==> src/design/ght_pkg.sv <==
`default_nettype none
// ----------------------------------------------------------------------------
// ght_pkg
// Shared types, constants and helper functions of the handle table.
// ----------------------------------------------------------------------------
package ght_pkg;

    // Table geometry.
    localparam int SLOT_COUNT = 1024;
    localparam int BM_W       = 32;
    localparam int BM_LW      = 5;
    localparam int WORD_CNT   = (SLOT_COUNT + BM_W - 1) / BM_W;
    localparam int WORD_AW    = (WORD_CNT > 1) ? $clog2(WORD_CNT) : 1;
    localparam int IDX_W      = WORD_AW + BM_LW;
    localparam int SLOT_AW    = (SLOT_COUNT > 1) ? $clog2(SLOT_COUNT) : 1;

    // Field widths.
    localparam int CMD_W   = 2;
    localparam int STS_W   = 2;
    localparam int HDL_W   = 32;
    localparam int HALF_W  = 16;
    localparam int PL_W    = 32;
    localparam int CHK_W   = 16;
    localparam int ENTRY_W = CHK_W + PL_W;

    // Command codes.
    localparam logic [CMD_W-1:0] CMD_ALLOC   = 2'd0;
    localparam logic [CMD_W-1:0] CMD_RELEASE = 2'd1;
    localparam logic [CMD_W-1:0] CMD_LOOKUP  = 2'd2;

    // Status codes.
    localparam logic [STS_W-1:0] ST_OK      = 2'd0;
    localparam logic [STS_W-1:0] ST_INVALID = 2'd1;
    localparam logic [STS_W-1:0] ST_FULL    = 2'd2;

    // Commands from the controller to the datapath.
    typedef struct packed {
        logic clr_step;
        logic accept;
        logic finish;
    } t_ctl;

    // Status from the datapath to the controller.
    typedef struct packed {
        logic clr_last;
        logic out_free;
    } t_sts;

    // Bits of the last bitmap word that lie past the end of the table.
    function automatic logic [BM_W-1:0] last_pad_mask();
        logic [BM_W-1:0] m;
        m = '0;
        for (int b = 0; b < BM_W; b++) begin
            if ((WORD_CNT - 1) * BM_W + b >= SLOT_COUNT) begin
                m[b] = 1'b1;
            end
        end
        return m;
    endfunction

    localparam logic [BM_W-1:0]    LAST_PAD  = last_pad_mask();
    localparam logic [WORD_AW-1:0] LAST_WORD = WORD_AW'(WORD_CNT - 1);

    // Lowest clear bit of the word-full summary.
    function automatic logic [WORD_AW-1:0] first_zero_word(input logic [WORD_CNT-1:0] v);
        logic [WORD_AW-1:0] idx;
        idx = '0;
        for (int i = WORD_CNT - 1; i >= 0; i--) begin
            if (!v[i]) begin
                idx = WORD_AW'(i);
            end
        end
        return idx;
    endfunction

    // Lowest clear bit of one bitmap word.
    function automatic logic [BM_LW-1:0] first_zero_bit(input logic [BM_W-1:0] v);
        logic [BM_LW-1:0] idx;
        idx = '0;
        for (int i = BM_W - 1; i >= 0; i--) begin
            if (!v[i]) begin
                idx = BM_LW'(i);
            end
        end
        return idx;
    endfunction

endpackage
`default_nettype wire

==> src/design/ght_ctrl.sv <==
`default_nettype none
// ----------------------------------------------------------------------------
// ght_ctrl
// Controller: clearing pass after reset, then accept and commit of each beat.
// ----------------------------------------------------------------------------
module ght_ctrl (
    input  wire logic          i_clk,
    input  wire logic          i_rst_n,
    input  wire logic          i_in_valid,
    input  wire ght_pkg::t_sts i_sts,
    output ght_pkg::t_ctl      o_ctl,
    output logic               o_in_stall
);

    localparam logic [1:0] S_CLEAR  = 2'd0;
    localparam logic [1:0] S_IDLE   = 2'd1;
    localparam logic [1:0] S_FINISH = 2'd2;

    logic [1:0] r_state;
    logic [1:0] n_state;

    // Next state and datapath commands.
    always_comb begin
        n_state        = r_state;
        o_ctl.clr_step = 1'b0;
        o_ctl.accept   = 1'b0;
        o_ctl.finish   = 1'b0;
        unique case (r_state)
            S_CLEAR: begin
                o_ctl.clr_step = 1'b1;
                if (i_sts.clr_last) begin
                    n_state = S_IDLE;
                end
            end
            S_IDLE: begin
                if (i_in_valid) begin
                    o_ctl.accept = 1'b1;
                    n_state      = S_FINISH;
                end
            end
            S_FINISH: begin
                if (i_sts.out_free) begin
                    o_ctl.finish = 1'b1;
                    n_state      = S_IDLE;
                end
            end
            default: begin
                n_state = S_CLEAR;
            end
        endcase
    end

    // State register.
    always_ff @(posedge i_clk) begin
        if (!i_rst_n) begin
            r_state <= S_CLEAR;
        end else begin
            r_state <= n_state;
        end
    end

    // Input is taken only in the idle state.
    assign o_in_stall = (r_state != S_IDLE);

endmodule
`default_nettype wire

==> config.mk <==
export PLATFORM = sky130hd
export DESIGN_NAME = ght_ctrl
export DESIGN_NICKNAME = d
export VERILOG_FILES = /design/src/design/ght_pkg.sv /design/src/design/ght_ctrl.sv
export SDC_FILE = /design/constraint.sdc
export NUM_CORES = 1
export LEC_CHECK = 0
export ABC_AREA = 1
export BUFFER_PORTS_ARGS = -buffer_cell sky130_fd_sc_hd__buf_4
export CAP_MARGIN = 20
export CORE_AREA = 3 3 40 42
export CTS_BUF_LIST = sky130_fd_sc_hd__clkbuf_16
export DETAILED_ROUTE_END_ITERATION = 16
export DIE_AREA = 0 0 43 45
export GPL_TIMING_DRIVEN = 0
export MAX_ROUTING_LAYER = met4
export PLACE_DENSITY_LB_ADDON = 0.3
export RECOVER_POWER = 25
export SLEW_MARGIN = 20
export SYNTH_ARGS = -nofsm -noshare
export SYNTH_HDL_FRONTEND = slang
export SYNTH_SLANG_ARGS = --single-unit
==> constraint.sdc <==
create_clock -name i_clk -period 0.8 [get_ports i_clk]
set_input_delay 0.12 -clock i_clk [delete_from_list [all_inputs] [get_ports i_clk]]
set_output_delay 0.12 -clock i_clk [all_outputs]
set_load 0.02 [all_outputs]
==> results of run 1 <==
-- cells by family after synthesis --
group | Yosys count | share of synthesized area [%]
simple gates | 9 | 34.5
buf+inv | 5 | 17.2
flops | 2 | 36.8
compound gates | 2 | 11.5
-- where the power goes --
| part | total (mW) | internal, mW | switching, mW |
|---|---|---|---|
| Clock | 0.732 | 0.634 | 0.0977 |
| Combinational | 0.116 | 0.0604 | 0.0557 |
| Sequential | 0.126 | 0.108 | 0.0179 |
| Total | 0.974 | 0.803 | 0.171 |
-- routing by layer --
metal  GRT usage (%)  vias up
met5               -        -
met4            1.81        0
met3            4.78        0
li1                -       79
met1            3.85       57
met2            4.19        5
-- critical path, delay by kind of cell (launching register included) --
| family | cells | cell delay [ns] |
|---|---|---|
| buffers and inverters | 1 | 0.13 |
| and+or+nand+nor | 1 | 0.18 |
| DFF | 1 | 0.36 |
-- how the worst max path moves through the flow --
stage	start	endpoint	slack, ns	depth (start not counted)
final	r_state[0]$_SDFFE_PN0P_	o_ctl[0]	-0.21	2
after global routing	r_state[0]$_SDFFE_PN0P_	o_ctl[0]	-0.24	2
after CTS	r_state[0]$_SDFFE_PN0P_	o_ctl[0]	-0.22	2
after detailed placement	r_state[1]$_SDFFE_PN0P_	o_ctl[1]	-0.13	4
after global placement	r_state[1]$_SDFFE_PN0P_	o_ctl[1]	-0.15	4
after floorplan	r_state[1]$_SDFFE_PN0P_	o_ctl[0]	-0.02	2
-- Yosys cell counts --
master	n
nand3_1	2
a21boi_1	1
dfxtp_1	2
nor3_1	1
o21ai_0	1
inv_1	5
nor2_1	2
nand2_1	4
-- timing repair --
item / CTS / global route
resized for setup: 10 / 0
hold buffers: 0 / 0
cloned: 0 / 0
endpoints found under the setup margin: 5 / 4
-- area by class of cell --
| type | count | share of cell area [%] |
|---|---|---|
| clock buffers | 3 | 24.1 |
| repair buffers | 8 | 24.1 |
| multi-input cells | 11 | 23.7 |
| flip-flops and latches | 2 | 15.3 |
| inverters | 5 | 6.83 |
| well taps | 15 | 6.02 |
==> metrics.yaml, run 1 <==
run_status:
  status: "finished with violations"
  violations: "negative setup slack"
yosys:
  yosys_warnings: 0
  syn_area_per_cell_um2: 6.05
  syn-num-nets: 23
  synth_top_area_cell: "dfxtp_1"
  yosysSeqAreaShare_pct: 36.8
  ys_ff_latch: 2
  synth_top_area_share_pct: 36.8
  ys_types: 8
  synthCells: 18
  yosys-top-cells-area: "dfxtp_1 (37%), inv_1 (17%), nand2_1 (14%), nand3_1 (9.2%), a21boi_1 (6.9%)"
  syn_area_um2: 109
clock_tree:
  cts_buffers: 3
  clockBufferDepth: 2
  tritoncts: "yes"
  cts-root-buf: "clkbuf_16"
  clk_pin_slew_ns: 0.03
  post_cts_buffers: 0
  clk_latency_ns: 0.22
  h-tree-depth: 1
  cts.sinks: 2
sta:
  finalWorstSetupSlack_ns: -0.215
  fin_crit_ns: 1.01
  min_period_over_period_pct: 127
  finalSetupViolCount: 4
  setup_tns_ns: -0.697
  hold_viol: 0
  hold_ws_ns: 0.132
  worstMarginPinSlew_ns: 0.161
  worst_clock_skew_ns: 0.00121
  drv_slew: 0
  fmax_mhz: 985
  max-slew-margin-rel_pct: 89.1
  rsz0062_at_grt: "yes"
worst_setup_path:
  crit_type: "reg -> out"
  r2r_slack_ns: 0.06
  slowest_stage: "dfxtp_4"
  startpoint_type: "flop"
  crit_fanout: 6
  r2r_cells: 3
  crit_chain: "nor3_4, buf_6"
  endpoint_kind: "output port"
  rr_endpoint: "r_state[0]$_SDFFE_PN0P_"
  arrival_ns: 0.89
  reg2reg_from: "r_state[1]$_SDFFE_PN0P_"
  critPathRequiredTime_ns: 0.68
  slowest_delay_ns: 0.36
cells_and_area:
  diodes: 0
  biggestRegsByFlops: "r_state x2"
  area_growth_pct: 186
  final_cell_mix: "nand2_1 (4), buf_4 (4), buf_6 (4), inv_1 (3), clkbuf_16 (3)"
  seq_area_um2: 47.5
  final_cells: 44
  post-route-util_pct: 24.2
  top_register: "r_state"
  num-nets-final: 36
  largest_reg_flops: 2
  multi_input_area_um2: 73.8
  drive_gt1_share_pct: 62.1
  design_area_um2: 312
  fillers: 138
grt:
  grt_max_degree: 7
  grtUsageTotal_pct: 3.86
  grt_pass1_wl_um: 455
  antenna_found_initial: 0
  grt_pass1_vias: 124
  grt_overflow: 0
route:
  drc: 0
  met1_length_um: 163
  routedWlPerCell_um: 7.36
  via_per_inst: 3.20
  top_layer_used: "met3"
  drt_iter0_markers: 4
  met3_length_um: 32
  vias: 141
  drtPass1Iterations: 2
  drt_wl_total_um: 324
  ant_nets: 0
  route.met2.wl_um: 128
floorplanning:
  core_mm2: 0.00128
  die_w_um: 43
  num_rows: 13
  ios: 9
  die_y_um: 45
  design.die.area_mm2: 0.00194
  start_util_pct: 8.47
worst_hold_path:
  holdCritStartpoint: "i_rst_n"
  hold_end: "r_state[0]$_SDFFE_PN0P_"
  hold_path_class: "in -> reg"
  hold_depth: 3
power_and_ir_drop:
  cellPowerDensity_mw_per_mm2: 3130
  power_leakage_nw: 0.150
  vdd_drop_max_v: 0.00167
  finalPower_mw: 0.974
place:
  dpl_cell_area_um2: 208
  gp_congestion: 0.654
  pre_cts_ws_ns: -0.130
  dp_cells: 41
  portBuffers: 8
run:
  drv_cap: 0
No activity file was read; power rests on OpenSTA's default activity.
==> inputs of run 2 (changes only) <==
--- a/config.mk
+++ b/config.mk
@@ -14,7 +14,6 @@
 export DIE_AREA = 0 0 43 45
 export GPL_TIMING_DRIVEN = 0
 export MAX_ROUTING_LAYER = met4
-export PLACE_DENSITY_LB_ADDON = 0.3
 export RECOVER_POWER = 25
 export SLEW_MARGIN = 20
 export SYNTH_ARGS = -nofsm -noshare
==> run 2 against run 1 <==
  * The flow still finishes with violations (negative setup slack)
  * Cell count rose by 2.3%
  * Sequential power barely moved
  * Die area did not move
  * First-iteration DRC count fell by 100%
  * Total power rose by 1.8%
  * Critical path type unchanged
  * Largest cell class unchanged
  * Largest power group unchanged
==> metrics.yaml, run 2 (synthesized netlist as in run 1, its figures left out) <==
sta:
  worstMarginPinSlew_ns: 0.143  # -0.0187 ns
  hold_viol: 0  # unchanged
  worst_clock_skew_ns: 0.0000867  # -0.00112 ns
  finalWorstSetupSlack_ns: -0.219  # -0.00384 ns
  rsz0062_at_grt: "yes"
  fin_crit_ns: 1.02  # +0.00384 ns
  max-slew-margin-rel_pct: 90.4  # +1.3 points
  hold_ws_ns: 0.131  # -0.00147 ns
  drv_slew: 0  # unchanged
  finalSetupViolCount: 5  # +1
  min_period_over_period_pct: 127  # +0.48 points
  fmax_mhz: 982  # -0.38%
clock_tree:
  cts_buffers: 3  # unchanged
  cts.sinks: 2  # unchanged
  ctsHoldBuffers: 0  # unchanged
  clk_latency_ns: 0.22  # about the same
  tritoncts: "yes"
  clockBufferDepth: 2  # unchanged
  cts-root-buf: "clkbuf_16"
  h-tree-depth: 1  # unchanged
  clk_pin_slew_ns: 0.03  # about the same
route:
  routedWlPerCell_um: 8.09  # +9.8%
  via_per_inst: 3.29  # +2.6%
  drc: 0  # unchanged
  vias: 148  # +5.0%
  drt_wl_total_um: 364  # +12%
  ant_nets: 0  # unchanged
  drtPass1Iterations: 1  # -1
  drt_iter0_markers: 0  # -4
worst_setup_path:
  slowest_stage: "dfxtp_4"
  arrival_ns: 0.90  # about the same
  cp-startpoint: "r_state[0]$_SDFFE_PN0P_"
  crit_chain: "nor3_4, buf_6"
  critPathRequiredTime_ns: 0.68  # about the same
  startpoint_type: "flop"
  slowest_delay_ns: 0.36  # about the same
  reg2reg_from: "r_state[1]$_SDFFE_PN0P_"
  crit_fanout: 6  # unchanged
  endpoint_kind: "output port"
  r2r_cells: 4  # +1
  crit_type: "reg -> out"
power_and_ir_drop:
  cellPowerDensity_mw_per_mm2: 3070  # -1.7%
  internal-power_mw: 0.809  # +0.82%
  power_leakage_nw: 0.154  # +2.8%
  finalPower_mw: 0.992  # +1.8%
  pwr-share-seq_pct: 12.7  # -0.2 points
  sw_frac_of_total_pct: 18.4  # +0.81 points
  power_frac_comb_pct: 12.4  # +0.5 points
  vdd_drop_max_v: 0.000827  # -50%
  power.switching_mw: 0.182  # +6.5%
  clkPwrFrac_pct: 74.9  # -0.3 points
floorplanning:
  design.die.area_mm2: 0.00194  # unchanged
  die_y_um: 45  # unchanged
  start_util_pct: 8.47  # unchanged
  core_mm2: 0.00128  # unchanged
  num_rows: 13  # unchanged
  ios: 9  # unchanged
  die_w_um: 43  # unchanged
cells_and_area:
  diodes: 0  # unchanged
  top_register: "r_state"
  largest_reg_flops: 2  # unchanged
  design_area_um2: 323  # +3.6%
  num-nets-final: 37  # +2.8%
  multi_input_area_um2: 77.6  # +5.1%
  mostFrequentLayoutCell: "buf_4"
  final_cells: 45  # +2.3%
  final_cell_mix: "buf_4 (5), nand2_1 (4), buf_6 (4), inv_1 (3), clkbuf_16 (3)"
  fillers: 139  # +0.72%
  seq_area_um2: 47.5  # unchanged
  biggestRegsByFlops: "r_state x2"
  area_growth_pct: 197
  drive_gt1_share_pct: 66.7  # +4.6 points
grt:
  grt_pass1_vias: 159  # +28%
  grtUsageTotal_pct: 5.74  # +1.9 points
  antenna_found_initial: 0  # unchanged
  grt_max_degree: 7  # unchanged
  grt_overflow: 0  # unchanged
  grt_pass1_wl_um: 662  # +45%
run_status:
  violations: "negative setup slack"
  status: "finished with violations"
run:
  drv_cap: 0  # unchanged
place:
  dpl_cell_area_um2: 208  # unchanged
  gp_congestion: 0.654  # about the same
  portBuffers: 8  # unchanged
  dp_cells: 41  # unchanged
  dp_hpwl_um: 255
worst_hold_path:
  holdCritStartpoint: "i_rst_n"
  hold_depth: 3  # unchanged
  hold_path_class: "in -> reg"
run 2: cell types whose count changed in the layout (fill, tap and decap cells not counted), sizes merged:
cell  before  now
buf        8    9
run 2: final timing paths:
check	end	slack (ns)
max reg2reg	r_state[1]$_SDFFE_PN0P_	0
max	o_ctl[0]	-0.22
min reg2reg	r_state[1]$_SDFFE_PN0P_	0.58
min	r_state[0]$_SDFFE_PN0P_	0.13
run 2: repair_timing:
item | CTS | global route
gates resized for setup | 10 | 1
endpoints found under the hold margin | 0 | 0
pin swaps | 2 | 2
gates cloned | 0 | 0
setup buffers | 1 | 0
setup endpoints to repair | 5 | 6
run 2: critical path: cells and delay by family, from the launching register on:
family                 cells  cell delay, ns
DFF                        1            0.36
and+or+nand+nor            1            0.18
buffers and inverters      1            0.14
run 2: power groups by stage:
stage | Clock (mW) | Sequential (mW) | Combinational [mW]
after floorplan | 0 | 0.125 | 0.0569
after global placement | 0 | 0.126 | 0.101
after detailed placement | 0 | 0.127 | 0.102
after CTS | 0.765 | 0.126 | 0.122
after global routing | 0.784 | 0.128 | 0.136
final | 0.743 | 0.126 | 0.123
run 2: final cells by class:
type	count	area share, %
inverters	5	6.59
well taps	15	5.81
flip-flops and latches	2	14.7
multi-input cells	11	24.0
clock buffers	3	23.3
repair buffers	9	25.6
run 2: per-layer routing:
layer,track usage [%],routed length [um],up-vias
li1,-,-,79
met1,5.76,143,63
met2,6.59,188,6
met3,1.20,32,0
met4,10.8,0,0
met5,-,0,-
run 2: stage by stage:
stage                     utilization [%]  worst slack [ns]  TNS [ns]
after floorplan                         -           -0.0172   -0.0172
after global placement               16.2            -0.127    -0.254
after detailed placement             16.2            -0.136    -0.293
after CTS                            24.8            -0.225    -0.770
after global routing                 25.1            -0.252    -0.979
final                                25.1            -0.219    -0.701
==> inputs of run 3 (changes only) <==
--- a/config.mk
+++ b/config.mk
@@ -15,6 +15,7 @@
 export GPL_TIMING_DRIVEN = 0
 export MAX_ROUTING_LAYER = met4
 export RECOVER_POWER = 25
+export SETUP_SLACK_MARGIN = 0.02
 export SLEW_MARGIN = 20
 export SYNTH_ARGS = -nofsm -noshare
 export SYNTH_HDL_FRONTEND = slang
==> run 3 against run 2 <==
  * The flow still finishes with violations (negative setup slack)
  * Critical endpoint unchanged
  * Critical path type unchanged
  * Sequential cell count unchanged
  * Sequential share of layout area decreased by 0.057 points
  * Total power is 0.97% higher
  * Design area is 0.39% higher
  * Wire length grew 0.27%
  * Utilization increased by 0.097 points
  * Critical path depth unchanged
  * First-iteration DRC count up 3
  * Clock-buffer cell count is the same
  * Largest power group unchanged
  * Highest routed layer is now met4
  * Global-route usage shrank 0.77 points
==> metrics.yaml, run 3 (synthesized netlist as in run 1, its figures left out) <==
sta:
  setup_tns_ns: -0.750  # -0.0483 ns
  max-slew-margin-rel_pct: 90.7  # +0.33 points
  fmax_mhz: 973  # -0.84%
  worst_clock_skew_ns: 0.00169  # +0.00160 ns
  hold_ws_ns: 0.137  # +0.00633 ns
  fin_crit_ns: 1.03  # +0.00867 ns
  hold_viol: 0  # unchanged
  drv_slew: 0  # unchanged
  min_period_over_period_pct: 128  # +1.1 points
  finalSetupViolCount: 4  # -1
  finalWorstSetupSlack_ns: -0.227  # -0.00867 ns
  worstMarginPinSlew_ns: 0.138  # -0.00491 ns
  rsz0062_at_grt: "yes"
worst_setup_path:
  startpoint_type: "flop"
  crit_type: "reg -> out"
  cp-startpoint: "r_state[0]$_SDFFE_PN0P_"
  crit_fanout: 6  # unchanged
  endpoint_kind: "output port"
  reg2reg_from: "r_state[0]$_SDFFE_PN0P_"
  arrival_ns: 0.91  # about the same
  critPathRequiredTime_ns: 0.68  # about the same
place:
  pre_cts_ws_ns: -0.0856  # +0.0505 ns
  dp_hpwl_um: 241  # -5.7%
  dpl_cell_area_um2: 209  # +0.60%
  gp_congestion: 0.666  # +1.8%
  portBuffers: 8  # unchanged
cells_and_area:
  fillers: 144  # +3.6%
  design_area_um2: 324  # +0.39%
  area_growth_pct: 198
  multi_input_area_um2: 86.3  # +11%
  final_cell_mix: "nand2_1 (4), buf_4 (4), buf_6 (4), inv_1 (3), clkbuf_16 (3)"
  diodes: 0  # unchanged
  drive_gt1_share_pct: 65.5  # -1.1 points
  largest_reg_flops: 2  # unchanged
  num-nets-final: 36  # -2.7%
  biggestRegsByFlops: "r_state x2"
  seq_area_um2: 47.5  # unchanged
  top_register: "r_state"
power_and_ir_drop:
  power_leakage_nw: 0.150  # -2.3%
  finalPower_mw: 1.00  # +0.97%
  cellPowerDensity_mw_per_mm2: 3090  # +0.58%
  vdd_drop_max_v: 0.000688  # -17%
run:
  drv_cap: 0  # unchanged
clock_tree:
  tritoncts: "yes"
  cts_buffers: 3  # unchanged
  clockBufferDepth: 2  # unchanged
  clk_pin_slew_ns: 0.03  # about the same
  cts-root-buf: "clkbuf_16"
  post_cts_buffers: 0  # -1
  h-tree-depth: 1  # unchanged
  cts.sinks: 2  # unchanged
  clk_latency_ns: 0.22  # about the same
floorplanning:
  die_w_um: 43  # unchanged
  start_util_pct: 8.47  # unchanged
  ios: 9  # unchanged
  die_y_um: 45  # unchanged
  design.die.area_mm2: 0.00194  # unchanged
  num_rows: 13  # unchanged
  core_mm2: 0.00128  # unchanged
run_status:
  violations: "negative setup slack"
  status: "finished with violations"
grt:
  antenna_found_initial: 0  # unchanged
  grtUsageTotal_pct: 4.97  # -0.77 points
  grt_pass1_vias: 161  # +1.3%
  grt_max_degree: 7  # unchanged
  grt_pass1_wl_um: 600  # -9.4%
  grt_overflow: 0  # unchanged
route:
  drt_iter0_markers: 3  # +3
  via_per_inst: 3.39  # +3.0%
  vias: 149  # +0.68%
  drtPass1Iterations: 2  # +1
  ant_nets: 0  # unchanged
  drc: 0  # unchanged
  routedWlPerCell_um: 8.30  # +2.6%
  drt_wl_total_um: 365  # +0.27%
worst_hold_path:
  holdCritStartpoint: "i_rst_n"
  hold_path_class: "in -> reg"
==> run 3: cell count changes in the layout (fill, tap and decap cells not counted), sizes merged <==
cell	delta
buf	-1
==> run 3: per-stage QoR <==
stage / std cells / utilization, %
after detailed placement: 41 / 16.3
final: 44 / 25.2
after global placement: 41 / 16.3
after global routing: 44 / 25.2
after floorplan: 18 / -
after CTS: 44 / 24.2
==> run 3: where the power goes <==
part | internal (mW) | total (mW) | switching (mW)
sequential | 0.108 | 0.128 | 0.0202
combinational | 0.0639 | 0.123 | 0.0589
clock | 0.636 | 0.750 | 0.115
==> run 3: routing by layer <==
metal | global-route usage, % | part of all wire (%)
met3 | 1.20 | 7.7
met1 | 4.81 | 37
met4 | 9.04 | 4.1
met2 | 5.99 | 50
met5 | - | 0
==> run 3: worst max-delay path, cell delays in order (launching register included) <==
cell and delay, ns:
dfxtp_4 0.37, nor3_4 0.19, buf_6 0.13
==> run 3: layout make-up <==
cell class / count / share of cell area, %
clock buffer: 3 / 23.2
inverter: 5 / 6.56
multi-input combinational: 11 / 26.6
sequential: 2 / 14.7
tap: 15 / 5.79
timing repair buffer: 8 / 23.2
==> run 3: worst paths after layout <==
path / slack [ns] / depth (start not counted) / to
min: 0.14 / 3 / r_state[0]$_SDFFE_PN0P_
min reg2reg: 0.53 / 2 / r_state[1]$_SDFFE_PN0P_
max: -0.23 / 2 / o_ctl[0]
max reg2reg: 0.06 / 4 / r_state[0]$_SDFFE_PN0P_
==> run 3: repair_timing <==
item / 4_1_cts / 5_1_grt
gates resized for setup: 9 / 2
hold buffers: 0 / 0
setup endpoints to repair: 5 / 5
pin swaps: 0 / 1
endpoints found under the hold margin: 0 / 0
